===== config.mk =====
export PLATFORM = sky130hd
export DESIGN_NAME = bit_row_block_copy
export DESIGN_NICKNAME = d
export VERILOG_FILES = /design/src/rtl/brbc_pkg.sv /design/src/rtl/brbc_merge.sv /design/src/rtl/bit_row_block_copy.sv
export SDC_FILE = /design/constraint.sdc
export NUM_CORES = 1
export LEC_CHECK = 0
export BUFFER_PORTS_ARGS = -buffer_cell sky130_fd_sc_hd__buf_2
export CAP_MARGIN = 20
export CORE_MARGIN = 3
export CORE_UTILIZATION = 55
export DETAILED_ROUTE_END_ITERATION = 8
export PLACE_DENSITY_LB_ADDON = 0.3
export SLEW_MARGIN = 30
export SYNTH_ARGS = -nofsm -noshare
export SYNTH_HDL_FRONTEND = slang
export SYNTH_SLANG_ARGS = --single-unit

===== constraint.sdc =====
create_clock -name clk_i -period 6.8 [get_ports clk_i]
set_clock_uncertainty 0.1 [all_clocks]
set_input_delay 1.36 -clock clk_i [delete_from_list [all_inputs] [get_ports clk_i]]
set_output_delay 1.36 -clock clk_i [all_outputs]
set_load 0.02 [all_outputs]

===== src/rtl/brbc_pkg.sv =====
`timescale 1ns / 1ps

package brbc_pkg;

  localparam int unsigned DATA_W     = 32;
  localparam int unsigned OFF_W      = 5;
  localparam int unsigned DIM_W      = 11;
  localparam int unsigned WORD_IDX_W = 6;
  localparam int unsigned ROW_IDX_W  = 10;
  localparam int unsigned POS_W      = 6;   // bit position within a word, 0..32

  localparam logic [DIM_W-1:0] MAX_ROW_PIXELS = 11'd1024;
  localparam logic [DIM_W-1:0] MAX_ROWS       = 11'd1024;

  // Configuration register indexes
  typedef enum logic [1:0] {
    CFG_SRC_OFF = 2'd0,
    CFG_DST_OFF = 2'd1,
    CFG_WIDTH   = 2'd2,
    CFG_HEIGHT  = 2'd3
  } brbc_cfg_e;

  typedef struct packed {
    logic [OFF_W-1:0] src_off;
    logic [OFF_W-1:0] dst_off;
    logic [DIM_W-1:0] width;
    logic [DIM_W-1:0] height;
  } brbc_cfg_t;

  typedef struct packed {
    logic [DATA_W-1:0]     src_lo;
    logic [DATA_W-1:0]     src_hi;
    logic [DATA_W-1:0]     dst_old;
    logic [WORD_IDX_W-1:0] word_idx;
  } brbc_item_t;

  // First bit past the row span, counted from the first word of the row.
  function automatic logic [DIM_W-1:0] row_end_bit(logic [OFF_W-1:0] dst_off,
                                                   logic [DIM_W-1:0] width);
    logic [DIM_W-1:0] width_c;
    width_c = (width > MAX_ROW_PIXELS) ? MAX_ROW_PIXELS : width;
    return DIM_W'(dst_off) + width_c;
  endfunction

endpackage


===== src/rtl/brbc_merge.sv =====
`timescale 1ns / 1ps

module brbc_merge import brbc_pkg::*; (
  input  brbc_item_t        item_i,
  input  brbc_cfg_t         cfg_i,
  output logic [DATA_W-1:0] word_o
);

  logic [OFF_W-1:0]    shift;
  logic [2*DATA_W-1:0] pair_shifted;
  logic [DATA_W-1:0]   src_aligned;
  logic [DIM_W-1:0]    lo_bit;
  logic [DIM_W-1:0]    hi_bit;
  logic [DIM_W-1:0]    base;
  logic [DIM_W-1:0]    start_diff;
  logic [DIM_W-1:0]    end_diff;
  logic [POS_W-1:0]    start_pos;
  logic [POS_W-1:0]    end_pos;
  logic [DATA_W-1:0]   mask;

  // Funnel shift of the source pair by the offset difference, mod 32
  assign shift        = cfg_i.src_off - cfg_i.dst_off;
  assign pair_shifted = {item_i.src_hi, item_i.src_lo} >> shift;
  assign src_aligned  = pair_shifted[DATA_W-1:0];

  assign lo_bit = DIM_W'(cfg_i.dst_off);
  assign hi_bit = row_end_bit(cfg_i.dst_off, cfg_i.width);
  assign base   = {item_i.word_idx, 5'b0};

  // Span relative to this word, clamped to [0, 32]
  assign start_diff = (lo_bit > base) ? (lo_bit - base) : '0;
  assign end_diff   = (hi_bit > base) ? (hi_bit - base) : '0;
  assign start_pos  = (start_diff > DIM_W'(DATA_W)) ? POS_W'(DATA_W) : start_diff[POS_W-1:0];
  assign end_pos    = (end_diff > DIM_W'(DATA_W)) ? POS_W'(DATA_W) : end_diff[POS_W-1:0];

  always_comb begin
    for (int j = 0; j < DATA_W; j++) begin
      mask[j] = (POS_W'(j) >= start_pos) && (POS_W'(j) < end_pos);
    end
  end

  assign word_o = (item_i.dst_old & ~mask) | (src_aligned & mask);

endmodule


===== src/rtl/bit_row_block_copy.sv =====
`timescale 1ns / 1ps

// One-bit-per-pixel block copy engine. Every input transfer carries one
// destination word of the block (tdata: src_word_lo, src_word_hi, dst_word_old)
// and yields exactly one output transfer with the merged word, tlast on the
// last word of a row and tuser on the last word of the block. Bit 0 of a word
// is the leftmost pixel. The source pair is funnel-shifted by
// (src_bit_offset - dst_bit_offset) mod 32 and merged into the old word under
// the row-span mask. A row holds ceil((dst_bit_offset + width) / 32) words,
// at least one. Width is clamped to 1024, height to 1..1024. The feeder supplies
// the words in row order and handles addressing and overlap. Throughput is one
// word per clock while the output is not held back. Each word passes an input
// register, then the shift/mask/merge into the output register. Both stages
// hold under backpressure, so the input keeps accepting while the output
// waits as long as a stage is free. Write configuration only while idle;
// writes take effect at once and leave the word and row counters alone.
module bit_row_block_copy import brbc_pkg::*; (
  input  logic                  clk_i,
  input  logic                  rst_ni,
  // configuration write channel
  input  logic                  cfg_valid_i,
  output logic                  cfg_ready_o,
  input  logic [1:0]            cfg_index_i,
  input  logic [DIM_W-1:0]      cfg_data_i,
  // input stream
  input  logic                  s_axis_tvalid_i,
  output logic                  s_axis_tready_o,
  input  logic [3*DATA_W-1:0]   s_axis_tdata_i,  // [31:0] src_word_lo, [63:32] src_word_hi,
                                                 // [95:64] dst_word_old
  // output stream
  output logic                  m_axis_tvalid_o,
  input  logic                  m_axis_tready_i,
  output logic [DATA_W-1:0]     m_axis_tdata_o,  // [31:0] dst_word_new
  output logic                  m_axis_tlast_o,  // row_last
  output logic                  m_axis_tuser_o   // [0] block_last
);

  brbc_cfg_t cfg_q;

  logic [WORD_IDX_W-1:0] word_in_row_q, word_in_row_d;
  logic [ROW_IDX_W-1:0]  row_count_q, row_count_d;

  // input register stage
  logic       in_valid_q;
  brbc_item_t in_item_q;
  logic       in_rlast_q;
  logic       in_blast_q;

  // output register stage
  logic              out_valid_q;
  logic [DATA_W-1:0] out_data_q;
  logic              out_rlast_q;
  logic              out_blast_q;

  logic              s_fire;
  logic              out_advance;
  logic              in_advance;
  logic [DIM_W-1:0]  hi_bit;
  logic [DIM_W:0]    words_sum;
  logic [6:0]        words;
  logic [DIM_W-1:0]  height_c;
  logic              row_last;
  logic              block_last;
  logic [DATA_W-1:0] merged;

  // ---------------------------------------------------------------------------
  // Configuration registers; an index past the list is dropped
  // ---------------------------------------------------------------------------
  assign cfg_ready_o = 1'b1;

  always_ff @(posedge clk_i or negedge rst_ni) begin
    if (!rst_ni) begin
      cfg_q.src_off <= '0;
      cfg_q.dst_off <= '0;
      cfg_q.width   <= DIM_W'(1);
      cfg_q.height  <= DIM_W'(1);
    end else if (cfg_valid_i && cfg_ready_o) begin
      case (brbc_cfg_e'(cfg_index_i))
        CFG_SRC_OFF: cfg_q.src_off <= cfg_data_i[OFF_W-1:0];
        CFG_DST_OFF: cfg_q.dst_off <= cfg_data_i[OFF_W-1:0];
        CFG_WIDTH:   cfg_q.width   <= cfg_data_i;
        CFG_HEIGHT:  cfg_q.height  <= cfg_data_i;
        default: ;
      endcase
    end
  end

  // ---------------------------------------------------------------------------
  // Handshake: each stage advances when the stage after it is free or draining
  // ---------------------------------------------------------------------------
  assign out_advance     = !out_valid_q || m_axis_tready_i;
  assign in_advance      = !in_valid_q || out_advance;
  assign s_axis_tready_o = in_advance;
  assign s_fire          = s_axis_tvalid_i && s_axis_tready_o;

  // ---------------------------------------------------------------------------
  // Row and block end, decided from the counters at the input transfer
  // ---------------------------------------------------------------------------
  assign hi_bit    = row_end_bit(cfg_q.dst_off, cfg_q.width);
  assign words_sum = (DIM_W+1)'(hi_bit) + (DIM_W+1)'(DATA_W - 1);
  // zero-width row at offset zero still takes one word
  assign words     = (words_sum[DIM_W:5] == '0) ? 7'd1 : words_sum[DIM_W:5];
  assign height_c  = (cfg_q.height == '0)      ? DIM_W'(1) :
                     (cfg_q.height > MAX_ROWS) ? MAX_ROWS  : cfg_q.height;

  // a counter past its end (registers changed mid-block) counts as the end
  assign row_last   = ({1'b0, word_in_row_q} + 7'd1) >= words;
  assign block_last = row_last && (({1'b0, row_count_q} + DIM_W'(1)) >= height_c);

  always_comb begin
    word_in_row_d = word_in_row_q;
    row_count_d   = row_count_q;
    if (s_fire) begin
      if (block_last) begin
        word_in_row_d = '0;
        row_count_d   = '0;
      end else if (row_last) begin
        word_in_row_d = '0;
        row_count_d   = row_count_q + ROW_IDX_W'(1);
      end else begin
        word_in_row_d = word_in_row_q + WORD_IDX_W'(1);
      end
    end
  end

  always_ff @(posedge clk_i or negedge rst_ni) begin
    if (!rst_ni) begin
      word_in_row_q <= '0;
      row_count_q   <= '0;
    end else begin
      word_in_row_q <= word_in_row_d;
      row_count_q   <= row_count_d;
    end
  end

  // ---------------------------------------------------------------------------
  // Input register: hold the words and the word index for the merge stage
  // ---------------------------------------------------------------------------
  always_ff @(posedge clk_i or negedge rst_ni) begin
    if (!rst_ni) begin
      in_valid_q <= 1'b0;
    end else if (in_advance) begin
      in_valid_q <= s_axis_tvalid_i;
    end
  end

  always_ff @(posedge clk_i) begin
    if (s_fire) begin
      in_item_q.src_lo   <= s_axis_tdata_i[DATA_W-1:0];
      in_item_q.src_hi   <= s_axis_tdata_i[2*DATA_W-1:DATA_W];
      in_item_q.dst_old  <= s_axis_tdata_i[3*DATA_W-1:2*DATA_W];
      in_item_q.word_idx <= word_in_row_q;
      in_rlast_q         <= row_last;
      in_blast_q         <= block_last;
    end
  end

  // ---------------------------------------------------------------------------
  // Shift, mask and merge, then the output register
  // ---------------------------------------------------------------------------
  brbc_merge u_merge (
    .item_i (in_item_q),
    .cfg_i  (cfg_q),
    .word_o (merged)
  );

  always_ff @(posedge clk_i or negedge rst_ni) begin
    if (!rst_ni) begin
      out_valid_q <= 1'b0;
    end else if (out_advance) begin
      out_valid_q <= in_valid_q;
    end
  end

  always_ff @(posedge clk_i) begin
    if (out_advance && in_valid_q) begin
      out_data_q  <= merged;
      out_rlast_q <= in_rlast_q;
      out_blast_q <= in_blast_q;
    end
  end

  assign m_axis_tvalid_o = out_valid_q;
  assign m_axis_tdata_o  = out_data_q;
  assign m_axis_tlast_o  = out_rlast_q;
  assign m_axis_tuser_o  = out_blast_q;

endmodule


==> out/qor.txt, run 1 <==
PD cells: 443 mW/mm2
met3 Use GR: 0.0466
most common cell in the synthesized netlist: edfxtp_1
worst-margin pin slew: 0.972 ns
CP cell instances: nor2b_1 -> ha_1 -> inv_1 -> fa_1 -> nand2b_1 -> a211oi_1 -> or2_2 -> nand3_1 -> xnor2_1 -> inv_1 -> ha_1 -> or4_4 -> a21oi_4 -> nand3_1 -> nor2_1 -> nand3_1 -> o221ai_1 -> mux2_1
Hold Path Sink: m_axis_tlast_o$_DFFE_PP_
# diodes: 0
Vias/cell: 6.08
Initial Util: 0.570
Synth area leader: edfxtp_1
port buffer count: 148
via count: 8910
antenna violations before repair: 0
DIE WIDTH: 152 um
post-cts hold buffer count: 0
initial drt markers: 887
path depth of the worst reg2reg path: 18
fin nets: 1336
CP Class: reg2reg
main flop type after synthesis: edfxtp_1
Syn Area/Cell: 11.1 um2
minimum clock period: 5.92 ns
I/O pin count: 151
dpl ws: 0.948 ns
DRC: 0
CP Data Arrival Time: 5.99 ns
Synth warnings: 0
Crit path largest cell delay: 0.67 ns
slowest CP cell: nor2_1
share of cells above drive strength 1: 0.279
met1 Usage GRT: 0.370
CTS sink count: 187
hold path depth: 0
ys async rst share: 0.267
Mapped Cells: 1057
Final Routed Wirelength: 29600 um
busiest grt layer: met2
Final Hold Viols: 0
sequential share of the synthesized area: 0.456
core area: 0.0206 mm2
number of H-tree levels: 4
Setup TNS Final: 0 ns
CTS tree: done
Bufs on Longest Clock Path: 2
WP data required: 6.87 ns
max-cap viol count: 0
Skew-Pair Late Insertion Delay: 0.44 ns
Routed Antenna Nets: 0
DR WL/cell: 20.2 um
Layout area overhead: 13.7%
unrepaired setup endpoints after global routing: no
IR drop worst, VDD: 0.333 mV
Slew Viols, Final: 0
number of global-route vias before repair: 8556
Slew HR: 0.352
Post-synth EDFFs: 137
post-CTS setup buffers: 0
Pleak: 0.00537 uW
DP Cell Count: 1434
TritonCTS buffer count: 17
Pwr Total: 5920 uW
total die area: 0.0232 mm2
die height: 152 um
GR Overflow Total: 0
HPWL Detailed: 22100 um
RR Startpoint: cfg_q[11]$_DFFE_PN1P_
Worst Hold Class: reg2reg
Fmax achieved: 169 MHz
R2R Path End: m_axis_tdata_o[9]$_DFFE_PP_
fraction of synthesized cell area taken by the top area cell type: 0.350
crit-path max FO: 11
Crit. End Element: register
clock root buffer: clkbuf_16
TritonRoute pass-1 iters: 5
Cell Area, Synth: 0.0118 mm2
post-route clock period utilization: 0.870
Distinct cells, synth: 79
CTS resizes: 0
Finished Layout Cells: 1466
most instantiated cells after synthesis: edfxtp_1, nand2_1, mux2_2, o21ai_0, mux2i_1
R2R Setup Slk: 0.88 ns
setup slack after layout: 0.881 ns
Hold Startpoint: in_rlast_q$_DFFE_PP_
clk slew on worst S/H paths: 0.07 ns
GR Util met2: 0.400
first-pass GRT wire length: 46900 um
Post-DP Area: 0.0128 mm2
largest net degree at the start of global routing: 70
Setup crit start kind: register
FP Rows: 52
GP Congestion: 0.965
final setup fails: 0
Worst path most repeated cell: nand3_1
FF+latch count, synth: 187
overall fraction of global-route tracks in use: 0.253
Synth area leaders: edfxtp_1, dfrtp_1, mux2_2
status: completed
Final Cell Area: 0.0134 mm2
-- registers in the layout, summed over array words and instances, names as in the netlist --
name,cells
cfg_q,32
in_blast_q,1
in_item_q,101
in_rlast_q,1
in_valid_q,1
m_axis_tdata_o,32
m_axis_tlast_o,1
m_axis_tuser_o,1
m_axis_tvalid_o,1
row_count_q,10
word_in_row_q,6
-- final cells by class --
| cell class | instances | area [um2] |
|---|---|---|
| Tap cell | 270 | 338 |
| Timing Repair Buffer | 160 | 831 |
| Clock buffer | 22 | 495 |
| Multi-Input combinational cell | 786 | 6120 |
| Inverter | 31 | 119 |
| Sequential cell | 187 | 5370 |
| Clock inverter | 10 | 96.3 |
| Fill cell | 1603 | 7250 |
-- worst max-delay path, delay by kind of cell, from the launching register on --
| kind | cells | cell delay [ns] |
|---|---|---|
| and+or+nand+nor | 8 | 2.40 |
| adders and majority gates | 3 | 0.96 |
| AOI/OAI and AO/OA | 3 | 0.74 |
| DFF | 1 | 0.54 |
| muxes | 1 | 0.36 |
| xor gates and xnor gates | 1 | 0.35 |
| buffers and inverters | 2 | 0.18 |
-- stage by stage --
stage | hold slack, ns | util
floorplan | 0.300 | -
global route | 0.328 | 0.648
CTS | 0.325 | 0.648
global placement | 0.303 | 0.619
finish | 0.322 | 0.648
detailed placement | 0.307 | 0.620
-- cells in the final DEF (no fill, tap or decap), types with 35 or more instances in the layout --
cell	netlist	routed
mux2i_1	67	67
edfxtp_1	137	137
mux2_2	84	84
ha_1	36	35
dfrtp_1	48	48
nor2_1	56	56
nand2_1	104	104
buf_2	9	148
a21oi_1	47	47
o21ai_0	84	84
-- how the worst max path moves through the flow --
stage / depth (start not counted) / start / to
global placement: 18 / cfg_q[11]$_DFFE_PN1P_ / m_axis_tdata_o[8]$_DFFE_PP_
finish: 18 / cfg_q[11]$_DFFE_PN1P_ / m_axis_tdata_o[9]$_DFFE_PP_
CTS: 18 / cfg_q[11]$_DFFE_PN1P_ / m_axis_tdata_o[9]$_DFFE_PP_
floorplan: 7 / m_axis_tready_i / row_count_q[5]$_DFFE_PN0P_
detailed placement: 18 / cfg_q[11]$_DFFE_PN1P_ / m_axis_tdata_o[9]$_DFFE_PP_
global route: 18 / cfg_q[11]$_DFFE_PN1P_ / m_axis_tdata_o[9]$_DFFE_PP_
-- layer usage --
metal  vias up  routed length (um)
li1       4242                   -
met2       333               13800
met4         0                 335
met5         -                   0
met3        25                1900
met1      4310               13600
-- logic make-up after synthesis --
group / share of synthesized area
mux: 0.191
simple gates: 0.121
flops: 0.456
xor+xnor: 0.0245
other cells: 0.000319
buf+inv: 0.0287
fa+ha+maj: 0.0434
compound gates: 0.134
-- power by group --
| part | leakage (uW) | total [uW] | internal (uW) | switching, uW |
|---|---|---|---|---|
| registers | 0.00193 | 1580 | 1460 | 122 |
| logic | 0.00315 | 3360 | 1360 | 2000 |
| clock network | 0.000288 | 982 | 532 | 450 |
| total | 0.00537 | 5920 | 3350 | 2570 |
Note: power is estimated with default switching activity, not from simulation.
==> run 2: changes to the inputs <==
- BUFFER_PORTS_ARGS: -buffer_cell sky130_fd_sc_hd__buf_2 -> -buffer_cell sky130_fd_sc_hd__clkbuf_2
==> run 2 against run 1 <==
Net effect:
- worst hold slack gained 0.016 ns
- die area stayed put
- critical path depth decreased by 2
- clock power is 7.5% lower
- count of clock-buffer cells in the layout is 5 lower
- maximum frequency rose by 5.9%
- cell count is 0.14% lower
- power shrank 1.3%
- register-to-register slack improved by 0.33 ns
- non-clock buffer count unchanged
- largest power group unchanged
==> out/qor.txt, run 2 (synthesis gave the netlist of run 1 again) <==
status: completed
Clk pwr share: 0.155
clk slew on worst S/H paths: 0.08 ns
DR WL/cell: 20.1 um
number of global-route vias before repair: 8665
share of cells above drive strength 1: 0.277
Sw Share: 0.438
# diodes: 0
Setup crit start kind: register
Hold Startpoint: in_rlast_q$_DFFE_PP_
Biggest register: in_item_q
fin nets: 1336
PD cells: 439 mW/mm2
WP data required: 6.88 ns
clock root buffer: clkbuf_16
path depth of the worst reg2reg path: 16
Bufs on Longest Clock Path: 2
Post-DP Area: 0.0128 mm2
cell-internal power: 3280 uW
Sw Pwr: 2560 uW
commonest cells after routing, fill and taps aside: clkbuf_2, edfxtp_1, nand2_1
DRC: 0
Routed Antenna Nets: 0
largest net degree at the start of global routing: 79
CTS resizes: 0
initial drt markers: 914
CP Class: reg2reg
fin util: 0.645
Worst Hold Class: reg2reg
post-route clock period utilization: 0.822
Slew HR: 0.369
Final Routed Wirelength: 29400 um
first-pass GRT wire length: 46800 um
GP Congestion: 0.952
total die area: 0.0232 mm2
post-cts hold buffer count: 0
Crit. End Element: register
Hold Path Sink: m_axis_tlast_o$_DFFE_PP_
antenna violations before repair: 1
HPWL Detailed: 22000 um
CTS sink count: 187
max reg flops: 101
FP Rows: 52
overall fraction of global-route tracks in use: 0.253
most common cell after layout, fill and taps aside: clkbuf_2
hold path depth: 0
Skew-Pair Late Insertion Delay: 0.43 ns
number of H-tree levels: 4
Layout area overhead: 13.1%
max-cap viol count: 0
TritonRoute pass-1 iters: 6
post-CTS setup buffers: 0
register share of total power: 0.272
minimum clock period: 5.59 ns
CTS tree: done
unrepaired setup endpoints after global routing: no
via count: 8866
Pleak: 0.00537 uW
port buffer count: 148
R2R Setup Slk: 1.21 ns
DIE WIDTH: 152 um
Final Hold Viols: 0
Final Cell Area: 0.0133 mm2
CP Data Arrival Time: 5.67 ns
TritonCTS buffer count: 17
I/O pin count: 151
Comb power frac: 0.572
GR Overflow Total: 0
core area: 0.0206 mm2
Vias/cell: 6.06
Slew Viols, Final: 0
R2R Path End: m_axis_tdata_o[4]$_DFFE_PP_
final setup fails: 0
Initial Util: 0.570
crit-path max FO: 16
IR drop worst, VDD: 0.216 mV
worst-margin pin slew: 0.947 ns
Fmax achieved: 179 MHz
die height: 152 um
RR Startpoint: cfg_q[23]$_DFFE_PN0P_
Setup TNS Final: 0 ns
[run 2: cell count changes in the layout (fill, tap and decap cells not counted), sizes merged]
cell and change:
clkinvlp +2, clkinv +2, clkbuf +143, inv -1, buf -148
[run 2: layer usage]
metal | wire [um] | GRT usage
met1 | 13300 | 0.370
met2 | 13400 | 0.391
met3 | 2120 | 0.0463
met5 | 12 | 0
met4 | 621 | 0.0702
[run 2: worst max path at each step]
| stage | startpoint | to |
|---|---|---|
| floorplan | m_axis_tready_i | row_count_q[5]$_DFFE_PN0P_ |
| global placement | cfg_q[23]$_DFFE_PN0P_ | m_axis_tdata_o[4]$_DFFE_PP_ |
| detailed placement | cfg_q[23]$_DFFE_PN0P_ | m_axis_tdata_o[4]$_DFFE_PP_ |
| CTS | cfg_q[23]$_DFFE_PN0P_ | m_axis_tdata_o[4]$_DFFE_PP_ |
| global route | cfg_q[23]$_DFFE_PN0P_ | m_axis_tdata_o[4]$_DFFE_PP_ |
| finish | cfg_q[23]$_DFFE_PN0P_ | m_axis_tdata_o[4]$_DFFE_PP_ |
[run 2: critical path, cell delays in order, from the launching register on]
cell and delay (ns):
dfrtp_1 0.67, inv_1 0.22, fa_1 0.52, nand2b_1 0.20
a211oi_1 0.27, or2_2 0.18, nand3_1 0.09, xnor2_1 0.35
inv_1 0.13, ha_1 0.35, or4_4 0.56, a21oi_4 0.22
nand2_2 0.09, a2111oi_4 0.54, nand3_1 0.22, o2111ai_1 0.29
mux2_1 0.34
[run 2: power by group through the flow]
stage	logic (uW)	registers (uW)	clock network, uW
5_1_grt	3620	1610	976
3_5_place_dp	3270	1610	0
4_1_cts	3290	1590	924
3_3_place_gp	3220	1610	0
2_1_floorplan	2360	1650	0
6_report	3350	1590	908
[run 2: stage by stage]
step	hold slack, ns	setup WS, ns	instances	total power [uW]
floorplan	0.300	1.08	1058	4010
global placement	0.300	1.31	1434	4830
detailed placement	0.313	1.27	1434	4880
CTS	0.331	1.20	1464	5810
global route	0.345	0.833	1464	6210
finish	0.338	1.21	1464	5850
[run 2: final cells by class]
class                           count  area [um2]
Multi-Input combinational cell    786        6120
Tap cell                          270         338
Clock inverter                     13        97.6
Inverter                           31         121
Clock buffer                       17         425
Fill cell                        1618        7320
Sequential cell                   187        5370
Timing Repair Buffer              160         831
==> run 3: changes to the inputs <==
- CORE_UTILIZATION: 55 -> 53
- clock period: 6.8 -> 4.5 ns (I/O delays scaled with it)
==> run 3 against run 2 <==
Net effect:
- the flow now finishes with violations (setup timing)
- critical endpoint is now m_axis_tdata_o[10]$_DFFE_PP_
- worst setup slack worse by 1.7 ns
- clock power up 67%
- cell count up 5.5%
- sequential share of layout area down 3.7 points
- worst hold slack worse by 0.0071 ns
- highest routed layer is now met4
- power up 69%
- utilization up 3.8 points
==> out/qor.txt, run 3 (synthesis gave the netlist of run 1 again) <==
status: complete, but fails checks
failing checks: setup timing
Finished Layout Cells: 1544
die height: 155 um
TritonCTS buffer count: 17
Slew HR: 0.419
post-cts hold buffer count: 0
DP Cell Count: 1496
CTS sink count: 187
R2R Setup Slk: -0.45 ns
Fmax achieved: 202 MHz
total die area: 0.0240 mm2
# diodes: 0
Skew-Pair Late Insertion Delay: 0.44 ns
Final Cell Area: 0.0146 mm2
setup slack after layout: -0.454 ns
port buffer count: 148
CP Data Arrival Time: 5.03 ns
CP Class: reg2reg
Pwr Total: 9870 uW
Worst Hold Class: reg2reg
max-cap viol count: 0
final setup fails: 48
Vias/cell: 6.06
initial drt markers: 997
PD cells: 674 mW/mm2
number of H-tree levels: 4
antenna violations before repair: 0
fin nets: 1409
HPWL Detailed: 23300 um
Routed Antenna Nets: 0
Crit path largest cell delay: 0.54 ns
Bufs on Longest Clock Path: 2
unrepaired setup endpoints after global routing: yes
commonest cells after routing, fill and taps aside: clkbuf_2, edfxtp_1, nand2_1
slowest CP cell: dfstp_2
DR WL/cell: 20.8 um
Slew Viols, Final: 0
Pleak: 0.00600 uW
DRC: 0
TritonRoute pass-1 iters: 6
Setup crit start kind: register
share of cells above drive strength 1: 0.376
Post-DP Area: 0.0133 mm2
number of global-route vias before repair: 9146
most common cell after layout, fill and taps aside: clkbuf_2
largest net degree at the start of global routing: 65
I/O pin count: 151
Initial Util: 0.549
first-pass GRT wire length: 49700 um
Layout area overhead: 24.4%
Final Routed Wirelength: 32100 um
FP Rows: 53
Final Hold Viols: 0
dpl ws: -0.559 ns
worst-margin pin slew: 0.864 ns
CTS tree: done
clk slew on worst S/H paths: 0.07 ns
via count: 9350
Biggest register: in_item_q
DIE WIDTH: 155 um
WP data required: 4.58 ns
max reg flops: 101
crit-path max FO: 6
overall fraction of global-route tracks in use: 0.264
Crit. End Element: register
minimum clock period: 4.95 ns
clock root buffer: clkbuf_16
post-route clock period utilization: 1.10
IR drop worst, VDD: 0.459 mV
GP Congestion: 0.975
CP cell instances: nor2b_4 -> ha_4 -> inv_2 -> fa_2 -> nand2b_4 -> a211oi_2 -> o21ai_1 -> xor2_1 -> nor2_2 -> ha_1 -> and3b_1 -> or4_4 -> a21oi_4 -> buf_6 -> buf_6 -> nand3_4 -> nor2_4 -> buf_4 -> nand3_4 -> o221ai_2 -> mux2_4
Setup TNS Final: -10.74 ns
GR Overflow Total: 0
core area: 0.0214 mm2
[run 3: cell types whose count changed in the layout (fill, tap and decap cells not counted), moves of 5 or more]
cell     previous run  this run
mux2_1             11         3
mux2_2             84        74
mux2_4              4        22
buf_6               0        17
buf_4              12        65
nand2_1           104        99
o21ai_0            84        78
a21oi_1            47        40
[run 3: critical path, delay by kind of cell, from the launching register on]
kind,cells,cell delay (ns)
AND/OR/NAND/NOR,8,1.56
XOR/XNOR,1,0.21
AO/OA/AOI/OAI,4,0.77
adder cells (fa/ha/maj),3,0.78
flip-flops,1,0.54
multiplexers,1,0.31
buffers and inverters,4,0.42
[run 3: cell type report]
type                            count  area [um2]
Fill cell                        1567        6780
Multi-Input combinational cell    786        6730
Sequential cell                   187        5370
Timing Repair Buffer              233        1480
Clock buffer                       20         478
Tap cell                          275         344
Clock inverter                     12         123
Inverter                           31         119
[run 3: worst paths after layout]
path / cells past startpoint / to / startpoint
max: 21 / m_axis_tdata_o[10]$_DFFE_PP_ / cfg_q[11]$_DFFE_PN1P_
min: 0 / m_axis_tlast_o$_DFFE_PP_ / in_rlast_q$_DFFE_PP_
max reg2reg: 21 / m_axis_tdata_o[10]$_DFFE_PP_ / cfg_q[11]$_DFFE_PN1P_
min reg2reg: 0 / m_axis_tlast_o$_DFFE_PP_ / in_rlast_q$_DFFE_PP_
max in group asynchronous: 2 / word_in_row_q[3]$_DFFE_PN0P_ / rst_ni
min in group asynchronous: 2 / cfg_q[18]$_DFFE_PN0P_ / rst_ni
[run 3: metal layers]
| metal | GRT usage | up-vias | part of all wire |
|---|---|---|---|
| li1 | - | 4378 | - |
| met1 | 0.383 | 4471 | 0.44 |
| met2 | 0.397 | 451 | 0.45 |
| met3 | 0.0643 | 50 | 0.083 |
| met4 | 0.0757 | 0 | 0.022 |
| met5 | 0 | - | 0 |
[run 3: timing repair]
action	CTS	global route
buffers inserted	12	12
endpoints found under the setup margin	50	50
pin swaps	18	23
gates resized for setup	75	48
[run 3: metrics by stage]
step                       util  hold WS, ns
final                     0.683        0.330
after floorplan               -        0.300
after CTS                 0.670        0.335
after global routing      0.683        0.351
after global placement    0.621        0.301
after detailed placement  0.622        0.312
[run 3: power by group]
| part | switching [uW] | internal [uW] |
|---|---|---|
| Sequential | 183 | 2200 |
| Clock | 726 | 796 |
| Combinational | 3410 | 2560 |
| Total | 4310 | 5560 |
